File: src/hdl/top_k_score_insert_unit_macros.svh
// Assertion helpers used by the checked module.
`ifndef TOP_K_SCORE_INSERT_UNIT_MACROS_SVH
`define TOP_K_SCORE_INSERT_UNIT_MACROS_SVH

// Same-cycle implication, sampled on the rising clock edge, held off during reset.
`define TKSI_ASSERT_SAME(label, clk, rst_n, ante, cons) \
    label: assert property (@(posedge clk) disable iff (!(rst_n)) (ante) |-> (cons)) \
        else $error("top_k_score_insert_unit: same-cycle check failed");

// Next-cycle implication, sampled on the rising clock edge, held off during reset.
`define TKSI_ASSERT_NEXT(label, clk, rst_n, ante, cons) \
    label: assert property (@(posedge clk) disable iff (!(rst_n)) (ante) |=> (cons)) \
        else $error("top_k_score_insert_unit: next-cycle check failed");

`endif

File: src/hdl/tksi_pkg.sv
package tksi_pkg;

    localparam int SCORE_W        = 32;
    localparam int CFG_W          = 4;
    localparam int RANK_W         = 3;
    localparam int COUNT_W        = 4;
    localparam int LIST_DEPTH_DEF = 8;

    localparam logic [CFG_W-1:0] MAX_KEPT_RST = 4'd8;

    // Data handed from one cell to its right-hand neighbor.
    typedef struct packed {
        logic signed [SCORE_W-1:0] score;
        logic                      ge;
    } t_link;

    // Per-cell control from the list controller.
    typedef struct packed {
        logic upd;   // accepted beat: insert or shift this cycle
        logic vld;   // cell lies below the effective entry count
    } t_cell_ctl;

endpackage

File: src/hdl/top_k_score_insert_unit.sv
// Top-K score list. Keeps up to max_kept signed Q16.16 scores, best first, in a
// row of LIST_DEPTH cells. Each input beat carries a score and a start_new flag
// that empties the list before the score is considered. The score is placed
// after every held entry with an equal or higher score; on a full list it is
// taken only when strictly above the lowest entry, which is then dropped.
// Every input beat yields exactly one result beat (accepted, rank, evicted,
// count). Throughput is one beat per clock: all cells compare the candidate in
// parallel and shift or load in the same edge that accepts the beat, and the
// result is loaded into an output register at that edge. The input side keeps
// taking beats while a result waits, as long as the output register is
// emptied in the same cycle. max_kept of zero acts as one, values above
// LIST_DEPTH act as LIST_DEPTH; lowering it trims the lowest entries silently
// at the next beat. Write max_kept only while no beat is in flight.
`include "top_k_score_insert_unit_macros.svh"

module top_k_score_insert_unit #(
    parameter int LIST_DEPTH = tksi_pkg::LIST_DEPTH_DEF
) (
    input  logic                                i_clk,
    input  logic                                i_rst_n,
    // candidate input channel
    input  logic                                i_in_valid,
    output logic                                o_in_ready,
    input  logic                                i_start_new,
    input  logic signed [tksi_pkg::SCORE_W-1:0] i_score,
    // result channel
    output logic                                o_out_valid,
    input  logic                                i_out_ready,
    output logic                                o_accepted,
    output logic [tksi_pkg::RANK_W-1:0]         o_rank,
    output logic                                o_evicted,
    output logic [tksi_pkg::COUNT_W-1:0]        o_count,
    // configuration write channel
    input  logic                                i_cfg_valid,
    output logic                                o_cfg_ready,
    input  logic [tksi_pkg::CFG_W-1:0]          i_cfg_max_kept
);

    localparam int CW  = $clog2(LIST_DEPTH + 1);
    localparam int LW  = (CW > tksi_pkg::CFG_W) ? CW : tksi_pkg::CFG_W;
    localparam int IW  = (LIST_DEPTH > 1) ? $clog2(LIST_DEPTH) : 1;
    localparam int RW  = (IW > tksi_pkg::RANK_W) ? IW : tksi_pkg::RANK_W;
    localparam int CTW = (LW > tksi_pkg::COUNT_W) ? LW : tksi_pkg::COUNT_W;

    // Control and configuration registers.
    logic [tksi_pkg::CFG_W-1:0] r_max_kept;
    logic [CW-1:0]              r_count;
    logic [CW-1:0]              n_count;

    // Output register.
    logic                        r_out_valid;
    logic                        r_accepted;
    logic [tksi_pkg::RANK_W-1:0] r_rank;
    logic                        r_evicted;
    logic [tksi_pkg::COUNT_W-1:0] r_count_out;

    logic in_fire;
    logic cfg_fire;

    logic [LW-1:0] lim;
    logic [LW-1:0] eff;
    logic [LW-1:0] newcount;
    logic          full;
    logic          n_acc;
    logic [RW-1:0] rank_enc;
    logic          b_inside;

    logic [LIST_DEPTH-1:0] bnd;

    tksi_pkg::t_link     links [LIST_DEPTH];
    tksi_pkg::t_link     lefts [LIST_DEPTH];
    tksi_pkg::t_cell_ctl ctls  [LIST_DEPTH];

    assign o_in_ready  = !r_out_valid || i_out_ready;
    assign o_cfg_ready = 1'b1;
    assign in_fire     = i_in_valid && o_in_ready;
    assign cfg_fire    = i_cfg_valid && o_cfg_ready;

    // Clamp the limit, trim the count, and work out the effective length.
    always_comb begin
        if (LW'(r_max_kept) == '0) begin
            lim = LW'(1);
        end else if (LW'(r_max_kept) > LW'(LIST_DEPTH)) begin
            lim = LW'(LIST_DEPTH);
        end else begin
            lim = LW'(r_max_kept);
        end
        if (i_start_new) begin
            eff = '0;
        end else if (LW'(r_count) > lim) begin
            eff = lim;
        end else begin
            eff = LW'(r_count);
        end
        full = (eff >= lim);
    end

    // Cell row: each cell compares against the candidate and shifts right.
    for (genvar g = 0; g < LIST_DEPTH; g++) begin : g_cell
        if (g == 0) begin : g_head
            assign lefts[g].score = i_score;
            assign lefts[g].ge    = 1'b1;
        end else begin : g_body
            assign lefts[g] = links[g-1];
        end
        assign ctls[g].upd = in_fire && n_acc;
        assign ctls[g].vld = (LW'(g) < eff);
        assign bnd[g]      = !links[g].ge && lefts[g].ge;

        tksi_cell u_cell (
            .i_clk       (i_clk),
            .i_ctl       (ctls[g]),
            .i_new_score (i_score),
            .i_left      (lefts[g]),
            .o_link      (links[g])
        );
    end

    // Decide acceptance and encode the insertion point from the one-hot boundary.
    always_comb begin
        rank_enc = '0;
        b_inside = 1'b0;
        for (int i = 0; i < LIST_DEPTH; i++) begin
            if (bnd[i]) begin
                rank_enc = rank_enc | RW'(i);
            end
            if (bnd[i] && (LW'(i) < eff)) begin
                b_inside = 1'b1;
            end
        end
        n_acc    = (eff == '0) || !full || b_inside;
        newcount = full ? lim : (eff + LW'(1));
        n_count  = n_acc ? CW'(newcount) : CW'(eff);
    end

    always_ff @(posedge i_clk) begin
        if (!i_rst_n) begin
            r_max_kept  <= tksi_pkg::MAX_KEPT_RST;
            r_count     <= '0;
            r_out_valid <= 1'b0;
        end else begin
            if (cfg_fire) begin
                r_max_kept <= i_cfg_max_kept;
            end
            if (in_fire) begin
                r_count     <= n_count;
                r_out_valid <= 1'b1;
            end else if (i_out_ready) begin
                r_out_valid <= 1'b0;
            end
        end
    end

    // Result payload: load on every input beat taken by the handshake, accepted or not.
    always_ff @(posedge i_clk) begin
        if (in_fire) begin
            r_accepted  <= n_acc;
            r_rank      <= n_acc ? rank_enc[tksi_pkg::RANK_W-1:0] : '0;
            r_evicted   <= n_acc && full;
            r_count_out <= CTW'(n_count) == '0 ? '0 : tksi_pkg::COUNT_W'(CTW'(n_count));
        end
    end

    assign o_out_valid = r_out_valid;
    assign o_accepted  = r_accepted;
    assign o_rank      = r_rank;
    assign o_evicted   = r_evicted;
    assign o_count     = r_count_out;

    // A rejected result carries no rank and no eviction.
    `TKSI_ASSERT_SAME(a_reject_clean, i_clk, i_rst_n, o_out_valid && !o_accepted, (o_rank == '0) && !o_evicted)
    // An eviction only happens on an accepted score.
    `TKSI_ASSERT_SAME(a_evict_accepted, i_clk, i_rst_n, o_out_valid && o_evicted, o_accepted)
    // The held count never exceeds the cell row.
    `TKSI_ASSERT_SAME(a_count_bound, i_clk, i_rst_n, 1'b1, LW'(r_count) <= LW'(LIST_DEPTH))
    // An eviction leaves the list exactly at the limit.
    `TKSI_ASSERT_NEXT(a_evict_full, i_clk, i_rst_n, in_fire && n_acc && full, LW'(r_count) == $past(lim))
    // Any accepted score leaves at least one entry held.
    `TKSI_ASSERT_NEXT(a_accept_nonempty, i_clk, i_rst_n, in_fire && n_acc, r_count != '0)

endmodule

File: src/hdl/tksi_cell.sv
module tksi_cell (
    input  logic                                i_clk,
    input  tksi_pkg::t_cell_ctl                 i_ctl,
    input  logic signed [tksi_pkg::SCORE_W-1:0] i_new_score,
    input  tksi_pkg::t_link                     i_left,
    output tksi_pkg::t_link                     o_link
);

    logic signed [tksi_pkg::SCORE_W-1:0] r_score;
    logic signed [tksi_pkg::SCORE_W-1:0] n_score;
    logic                                ge;

    // Held score ranks at or above the candidate: candidate goes further right.
    assign ge = i_ctl.vld && (r_score >= i_new_score);

    always_comb begin
        n_score = r_score;
        if (i_ctl.upd && !ge) begin
            if (i_left.ge) begin
                n_score = i_new_score;
            end else begin
                n_score = i_left.score;
            end
        end
    end

    always_ff @(posedge i_clk) begin
        r_score <= n_score;
    end

    assign o_link.score = r_score;
    assign o_link.ge    = ge;

endmodule

File: config.mk
export PLATFORM = sky130hd
export DESIGN_NAME = top_k_score_insert_unit
export DESIGN_NICKNAME = d
export VERILOG_FILES = /design/src/hdl/tksi_pkg.sv /design/src/hdl/top_k_score_insert_unit.sv /design/src/hdl/tksi_cell.sv
export VERILOG_INCLUDE_DIRS = /design/src /design/src/hdl
export SDC_FILE = /design/constraint.sdc
export NUM_CORES = 1
export LEC_CHECK = 0
export ABC_AREA = 0
export BUFFER_PORTS_ARGS = -buffer_cell sky130_fd_sc_hd__buf_2
export CORE_MARGIN = 5
export CORE_UTILIZATION = 55
export CTS_BUF_LIST = sky130_fd_sc_hd__clkbuf_16
export CTS_CLUSTER_SIZE = 40
export DETAILED_ROUTE_END_ITERATION = 16
export PLACE_DENSITY_LB_ADDON = 0.12
export SLEW_MARGIN = 10
export SYNTH_ARGS = -nofsm -noshare
export SYNTH_HDL_FRONTEND = slang
export SYNTH_HIERARCHICAL = 1
export SYNTH_SLANG_ARGS = --single-unit
export TNS_END_PERCENT = 50
File: constraint.sdc
create_clock -name i_clk -period 6.6 [get_ports i_clk]
set_input_delay 0.33 -clock i_clk [delete_from_list [all_inputs] [get_ports i_clk]]
set_output_delay 0.33 -clock i_clk [all_outputs]
set_load 0.01 [all_outputs]
# == After elaboration in Yosys (flattened, before gate mapping) ==
# Index checks and enable logic that the tools add are counted.
# totals
reg_bits,274
inputBits,42
elab_cells,116
# op_classes
n_addsub,1
magnitude_cmp,19
n_mux,30
n_reduce_logical,51
# ops
cell,n
32-bit greater-or-equal comparator,8
32-bit two-way mux,7
1-bit logical AND,34
4-bit two-way mux,6
"3-bit by 4-bit less-than comparator with 1-bit output, first input constant",4
4-bit zero test,3
3-bit two-way mux,4
1-bit two-way mux,11
1-bit zero test,10
"1-bit by 4-bit less-than comparator with 1-bit output, first input constant",2
"2-bit by 4-bit less-than comparator with 1-bit output, first input constant",2
"4-bit by 1-bit adder with 4-bit output, second input constant",1
4-bit greater-or-equal comparator,1
4-bit greater-than comparator,1
"4-bit greater-than comparator, second input constant",1
2-bit two-way mux,2
1-bit logical OR,3
2-bit nonzero test,1

# == Depth between registers and ports, before layout ==
# Gate-level depths: netlist of run 1.
# logic_depth
ltp_word,21
depth_mapped,28
ltp_nobuf,26

# == By module ==
# The synthesis of run 1 kept the hierarchy.
# modules_own_cells
module,n_inst,cells_per_inst,area_each_um2
tksi_cell,8,190,2213.4
top_k_score_insert_unit,1,173,1470.2

# == Worst setup path before layout of run 1 ==
# Ideal clock, no wire load.
# synth_path
path_type,register -> register
start,reg r_max_kept[3] (netlist name)
end,reg g_cell[0].u_cell/r_score[0] (netlist name) (enable)
setup_ns,0.422
arrival_time_ns,5.583
t_required_ns,6.178
setup_slack_ns,0.595
path_stages_with_launch,28
n_path_buf,2
period_less_slack_ns,6.005
path_cell_list,dfxtp_1 > inv_1 > nand2_1 > ha_1 > nor2b_4 > o211ai_4 > a21oi_2 > mux2i_1 > or2_2 > inv_1 > ha_1 > nand2_1 > nand2_1 > nand3_1 > nor2_1 > nand2_1 > o22ai_2 > buf_4 > nor2b_1 > nor3_1 > a31oi_1 > o31ai_1 > o221a_2 > o211a_1 > buf_6 > nor2b_1 > inv_1 > a311oi_2
# synth_rtl
element,line_no,source
"start, declared",top_k_score_insert_unit.sv:46,logic [tksi_pkg::CFG_W-1:0] r_max_kept;
"start signal, assigned",top_k_score_insert_unit.sv:138,r_max_kept <= tksi_pkg::MAX_KEPT_RST;
"start signal, assigned",top_k_score_insert_unit.sv:143,r_max_kept <= i_cfg_max_kept;
"end signal, assigned",tksi_cell.sv:28,r_score <= n_score;
"end, declared",tksi_cell.sv:9,logic signed [tksi_pkg::SCORE_W-1:0] r_score;

==> results.md, run 1 <==
* Drt drc at 0
* CP Cell Sequence: inv_1, nand2_1, ha_1, nor2b_4, o211ai_4, a21oi_2, mux2i_1, or2_2, ha_1, o21ai_0, nand3_1, nor2_1, nand2_1, o22ai_4, buf_4, nor3b_1, o2bb2ai_1, o221a_2, o211a_1, nor2b_1, buf_4, inv_1, a311oi_4, buf_4
* Chip height at 196.7 um
* Ys flop type: edfxtp_1
* CTS tree: built
* Synth unique cells at 61
* Met2 capacity usage during global routing at between 30% and 40%
* P_leak at 0.008981 uW
* Ratio of cells with drive above 1 in the final layout at 19.86%
* All-Layer GR Usage at 19.89%
* Total I/O pin count at 54
* Gpl congestion at 0.8557
* Core ar. at 34460 sq um
* Worst min-delay path class: input port to flip-flop
* Hold_ws at 0.04835 ns
* Critical Path Most Common Cell: buf_4
* Chip width at 196.7 um
* Crit share post-route at 87.64%
* M3 GR Usage at under 10%
* # setup viols final at 0
* RSZ-0062 raised after global routing: false
* Tightest Pin Transition at 0.8472 ns
* Max incr delay on CP at 0.54 ns
* Status: finished clean
* Hold Vio Cnt, Final at 0
* Number of CTS-inserted buffers at 31
* Initial DRC Count at 480
* Setup WS post-layout at 0.8159 ns
* Antenna-violating nets left at 0
* First-pass GRT wire length at ~64 mm
* Largest family of logic cells by synthesized area: adder cells
* Mapped cell area at 19180 sq um
* Sinks on Clock Net at 274
* Slew Viols, Final at 0
* Min cycle time layout at 5.784 ns
* Clock skew at 0.01385 ns
* Detailed-route via count at 12510
* ANT cells at 0
* Setup CP Type: flip-flop to flip-flop
* Grt met1 use at between 20% and 30%
* Synth Instances at 1693
* Vias/cell at ~5.6
* Die Area at 38700 sq um
* Global route hottest layer: met2
* Nets at 2060
* Sequential Area at 8138 sq um
* Worst path slowest cell: o21ai_0
* Number of synthesized register bits at 274
* Wire length per cell at 17.13 um
* Pwr dens at 336.7 nW/um^2
* Initial antenna violation count at 0
* Max Fclk at 172.9 MHz
* I/O Buffers at 52
* Post-Synth Simple-Gate Area at 9.128%
* CP max FO at 35
* Clock Tree Root: clkbuf_16
* Max_cap viols at 0
* Starting Density at 55.65%
* Setup crit end kind: flip-flop
* XOR/XNOR Fraction of Synth Area at 0%
* Compound-gate portion of the synthesized area at 8.952%
* Required time at the worst-slack endpoint at 6.88 ns
* Drt first pass iters at 7
* Total wire length at 38.24 mm
* Sequential-to-total area share from yosys stat at 42.43%
* Count of yosys warnings during synthesis at 6
* # Post-CTS Setup Buffers at 0
* Post-synth EDFFs at 265
* Mux contribution to synthesized area at 15.53%
* CP arrival at 6.07 ns
* VDD IR max at 265.3 uV
* Most frequent cells in the layout: 281 x inv_1, 266 x ha_1, 265 x edfxtp_1, 169 x mux2_2, 108 x a21oi_1
* Critical path startpoint category: flip-flop
* Area Growth Syn to Fin at 10.17%
* Fill count at 2703
* Worst-skew pair later-pin latency at 0.57 ns
* Largest net degree at the start of global routing at 39
* Clock Tree Buf Depth at 3
* Htree depth at 1
* Overflow after GRT at 0
* Most common cell after layout, fill and taps aside: inv_1
* Vias in the first global route at 12890
* Relative slew slack at 43.00%
* Clock Pin Slew Worst Setup and Hold Paths at approximately 0.060 ns
* Syn Area/Cell at 11.33 sq um
* Multi-input gate area at 9925 sq um
* # rows at 68
* DP Worst Slack at 0.8699 ns
* Area share of fa/ha/maj cells after synthesis at between 10% and 20%
* HPWL Detailed at 30.32 mm
* Asr flop ratio synth at 0%
* Setup_tns at 0 ns
## kinds of logic (layout without fill, tap and decap cells)
group / Yosys count / count (layout)
fa+ha+maj: 266 / 266
other cells: 1 / 2
simple gates: 305 / 305
mux: 265 / 265
flops: 274 / 274
compound gates: 257 / 257
buf+inv: 325 / 408
## cell usage after synthesis, types with 2 or more instances
| cell type | number | area share (%) |
|---|---|---|
| o2bb2ai_1 | 9 | 0.41 |
| clkbuf_1 | 13 | 0.25 |
| o31ai_1 | 2 | 0.078 |
| mux2_2 | 169 | 9.9 |
| a311oi_2 | 8 | 0.63 |
| mux2_1 | 88 | 5.2 |
| a32o_1 | 2 | 0.10 |
| nand2_1 | 93 | 1.8 |
| o22ai_2 | 8 | 0.52 |
| o32ai_1 | 2 | 0.091 |
| mux2i_1 | 7 | 0.37 |
| or4_4 | 8 | 0.47 |
| nor3_1 | 11 | 0.29 |
| nor2b_1 | 19 | 0.62 |
| o21ai_0 | 22 | 0.57 |
| edfxtp_1 | 265 | 41 |
| nand4_4 | 8 | 0.89 |
| buf_1 | 24 | 0.47 |
| o211a_1 | 9 | 0.47 |
| buf_4 | 9 | 0.35 |
| nand2b_1 | 3 | 0.098 |
| nor4_1 | 8 | 0.26 |
| a21oi_2 | 10 | 0.46 |
| ha_1 | 266 | 17 |
| o211ai_1 | 9 | 0.35 |
| nor2_1 | 79 | 1.5 |
| a211oi_1 | 11 | 0.43 |
| nand4_2 | 8 | 0.52 |
| o21ai_1 | 32 | 0.84 |
| o21a_1 | 8 | 0.31 |
| inv_1 | 278 | 5.4 |
| nand4_1 | 25 | 0.82 |
| and2_1 | 3 | 0.098 |
| a21boi_0 | 2 | 0.078 |
| a21oi_1 | 108 | 2.8 |
| a31oi_1 | 4 | 0.13 |
| nand3_1 | 17 | 0.44 |
| nor4_2 | 8 | 0.52 |
| nand4b_1 | 8 | 0.37 |
| dfxtp_1 | 9 | 0.94 |
## path summary, 6_finish.rpt
check | slack (ns) | endpoint | cells after the start | start
max | 0.82 | g_cell[5].u_cell/r_score[10]$_DFFE_PP_ | 24 | r_max_kept[3]$_SDFFE_PN1P_
min | 0.05 | r_max_kept[1]$_SDFFE_PN0P_ | 3 | i_cfg_max_kept[1]
max reg2reg | 0.82 | g_cell[5].u_cell/r_score[10]$_DFFE_PP_ | 24 | r_max_kept[3]$_SDFFE_PN1P_
min reg2reg | 0.51 | r_count[0]$_SDFFE_PN0P_ | 2 | r_count[0]$_SDFFE_PN0P_
## sequential cells by signal, summed over array words and instances, names as in the netlist
signal,cells
g_cell.u_cell/r_score,256
o_accepted,1
o_count,4
o_evicted,1
o_out_valid,1
o_rank,3
r_count,4
r_max_kept,4
## area by class of cell
class	instances	share of cell area [%]
Clock inverter	27	1.232
Clock buffer	31	3.672
Multi-Input combinational cell	1095	46.98
Inverter	278	4.939
Sequential cell	274	38.52
Timing Repair Buffer	72	1.966
Tap cell	455	2.695
## critical path: cells and delay by family, from the launching register on
kind                       cells  cell delay (ns)
muxes                          1             0.16
DFF                            1             0.46
AOI/OAI and AO/OA              8             1.91
and+or+nand+nor                8             1.22
buffers and inverters          5             1.15
adders and majority gates      2             0.58
## stage by stage
stage               area [sq um]  util, %  power [uW]  instances
finish                     21130    61.31        7114       2232
global route               21130    61.31        7588       2232
CTS                        21130    61.31        7179       2232
detailed placement         20070    58.25        5409       2172
global placement           20070    58.25        5311       2172
floorplan                  19180        -        4738       1694
## per-layer routing
metal	wire (um)	vias up
met2	18080	207
met1	17700	5959
li1	-	6273
met3	1334	70
met4	1123	0
met5	0	-
## repair_timing
action / in CTS / in global routing
gates resized for setup: 0 / 0
hold endpoints to repair: 2 / 0
hold buffers: 2 / 0
## report_power, final
group	total, uW	internal [uW]	switching [uW]
sequential	2870	2630	235
combinational	2520	1130	1390
clock	1730	1050	680
total	7110	4810	2310
(Power assumes the default switching activity.)
==> run 2, diff against run 1 <==
HOLD_SLACK_MARGIN = 0.08   (was not set)
RECOVER_POWER = 100   (was not set)
==> results.md, run 2 (same netlist as run 1, synthesis figures left out) <==
* Min cycle time layout at 5.877 ns (+0.09301 ns)
* Core ar. at 34460 sq um (unchanged)
* Critical path origin: r_max_kept[3]$_SDFFE_PN1P_
* Detailed-route via count at 12490 (-0.14%)
* Ratio of cells with drive above 1 in the final layout at 16.55% (-3.3 points)
* Die Area at 38700 sq um (unchanged)
* Vias/cell at 5.584 (-0.36%)
* Hold Vio Cnt, Final at 0 (unchanged)
* Initial antenna violation count at 0 (unchanged)
* Clock Pin Slew Worst Setup and Hold Paths at 0.06 ns (about the same)
* Critical path startpoint category: flip-flop
* Required time at the worst-slack endpoint at 6.84 ns (-0.04 ns)
* Max Fclk at 170.2 MHz (-1.6%)
* All-Layer GR Usage at 19.93% (+0.033 points)
* RSZ-0062 raised after global routing: false
* I/O Buffers at 52 (unchanged)
* # setup viols final at 0 (unchanged)
* Tightest Pin Transition at 1.974 ns (+1.127 ns)
* Clock Tree Root: clkbuf_16
* Gpl congestion at 0.8557 (unchanged)
* Max reg flops at 256 (unchanged)
* CP max FO at 38 (+8.6%)
* Initial DRC Count at 440 (-8.3%)
* Chip height at 196.7 um (unchanged)
* Critical Path Most Common Cell: nand2_1
* Status: finished with violations
* Crit share post-route at 89.05% (+1.4 points)
* Total I/O pin count at 54 (unchanged)
* CP arrival at 6.12 ns (+0.05 ns)
* Clock Tree Buf Depth at 3 (unchanged)
* Worst Min Path Start: i_rst_n
* Setup_tns at 0 ns (unchanged)
* Relative slew slack at -31.62% (-75 points)
* Reg power frac at 40.5% (+0.2 points)
* Max incr delay on CP at 0.47 ns (-0.07 ns)
* P_leak at 0.008837 uW (-1.6%)
* Largest Register: g_cell.u_cell/r_score
* Antenna-violating nets left at 0 (unchanged)
* Setup crit end kind: flip-flop
* Drt drc at 0 (unchanged)
* Final core occ at 60.95% (-0.36 points)
* Clk pwr share at 24.4% (about the same)
* Setup CP Type: flip-flop to flip-flop
* Slew Viols, Final at 137 (+137)
* Design Power at 7080 uW (-0.48%)
* ANT cells at 0 (unchanged)
* # rows at 68 (unchanged)
* Power share of the combinational group at 35.1% (-0.3 points)
* CP bufs+invs at 6 (+1)
* Drt first pass iters at 7 (unchanged)
* Largest net degree at the start of global routing at 39 (unchanged)
* Area Growth Syn to Fin at 9.513%
* # resized after CTS at 0 (unchanged)
* Clock skew at 0.01252 ns (-0.001331 ns)
* P_sw at 2287 uW (-0.94%)
* Worst-skew pair later-pin latency at 0.57 ns (about the same)
* Chip width at 196.7 um (unchanged)
* Switching share of power at 32.30% (-0.15 points)
* Worst path slowest cell: buf_4
* Pwr dens at 337.1 nW/um^2 (+0.12%)
* Most common cell after layout, fill and taps aside: inv_1
* Most frequent cells in the layout: 281 x inv_1, 266 x ha_1, 265 x edfxtp_1, 167 x mux2_2, 108 x a21oi_1
* Reg2Reg Launch Point: r_max_kept[3]$_SDFFE_PN1P_
* Starting Density at 55.65% (unchanged)
* Hold_buf cts at 7 (+5)
* Sinks on Clock Net at 274 (unchanged)
* Total wire length at 38.41 mm (+0.45%)
* # Post-CTS Setup Buffers at 0 (unchanged)
* Violated checks: max-capacitance violations, max-slew violations
* VDD IR max at 265.1 uV (about the same)
* Wire length per cell at 17.17 um (+0.23%)
* Crit-path leading delay family: simple AND/OR/NAND/NOR gates
* Overflow after GRT at 0 (unchanged)
* First-pass GRT wire length at 64.02 mm (+0.14%)
* Int Power at 4793 uW (-0.25%)
* Worst min-delay path class: input port to flip-flop
* CTS tree: built
* Number of CTS-inserted buffers at 31 (unchanged)
* HPWL Detailed at 30.32 mm (unchanged)
* Vias in the first global route at 12910 (+0.16%)
* Htree depth at 1 (unchanged)
* Max_cap viols at 4 (+4)
* Nets at 2065 (+0.24%)
==> run 2: changes by cell type in the layout (fill, tap and decap cells not counted), moves of 2 or more <==
cell           previous run  this run
dlygate4sd3_1             2         7
o22ai_1                   0         5
buf_4                    18         9
and2_1                    3         1
mux2_1                   88        91
buf_2                    52        10
clkbuf_1                  0        48
mux2_2                  169       167
and2_0                    0         2
clkbuf_4                  0         2
o22ai_4                   7         2
==> run 2: power by group through the flow <==
| stage | registers [uW] | clock network, uW | logic (uW) |
|---|---|---|---|
| 6_report | 2870 | 1730 | 2490 |
| 2_1_floorplan | 2830 | 0 | 1910 |
| 3_3_place_gp | 2890 | 0 | 2420 |
| 5_1_grt | 2920 | 1830 | 2800 |
| 4_1_cts | 2870 | 1770 | 2550 |
| 3_5_place_dp | 2900 | 0 | 2510 |
==> run 2: final timing paths <==
path | endpoint | slack, ns | cells past startpoint
setup / recovery | g_cell[6].u_cell/r_score[13]$_DFFE_PP_ | 0.72 | 27
hold / removal | r_max_kept[0]$_SDFFE_PN0P_ | 0.14 | 2
setup reg to reg | g_cell[6].u_cell/r_score[13]$_DFFE_PP_ | 0.72 | 27
hold reg to reg | r_count[0]$_SDFFE_PN0P_ | 0.52 | 2
==> run 2: worst register-to-register path: stages (launching register included) <==
cell	delay, ns
dfxtp_1	0.46
inv_1	0.12
nand2_1	0.20
ha_1	0.30
nor2b_1	0.16
o211ai_4	0.26
a21oi_2	0.15
mux2i_1	0.16
or2_2	0.35
inv_1	0.09
ha_1	0.29
nand2_1	0.11
nand2_1	0.16
nand3_1	0.09
nor2_1	0.09
nand2_1	0.06
o22ai_1	0.22
buf_4	0.47
and4_1	0.30
nand2_1	0.06
o31ai_1	0.09
o221a_2	0.25
o211a_1	0.36
nor2b_1	0.08
buf_4	0.19
inv_1	0.10
a311oi_4	0.04
clkbuf_4	0.35
==> run 2: cell type report <==
type	instances	area, sq um
multi-input cells	1095	9827
clock buffers	31	775.7
well taps	455	569.3
flip-flops and latches	274	8138
fillers	2745	13460
clock inverters	27	260.3
inverters	278	1044
repair buffers	77	387.9
==> run 2: metal layers <==
layer  global-route usage (%)  vias to the layer above  wire length, um
met5                        0                        -                0
met4                    5.573                        0             1122
met3                    2.752                       72             1262
met2                    34.30                      183            18210
met1                    26.55                     5959            17820
li1                         -                     6278                -
==> run 2: metrics by stage <==
step,hold slack (ns),cell area (sq um),setup WS [ns],instances
floorplan,0.4604,19180,0.5950,1694
global placement,0.5017,20070,1.006,2172
detailed placement,0.5060,20070,0.8699,2172
CTS,0.1154,21180,0.8642,2237
global route,0.1247,21000,0.1809,2237
finish,0.1426,21000,0.7229,2237
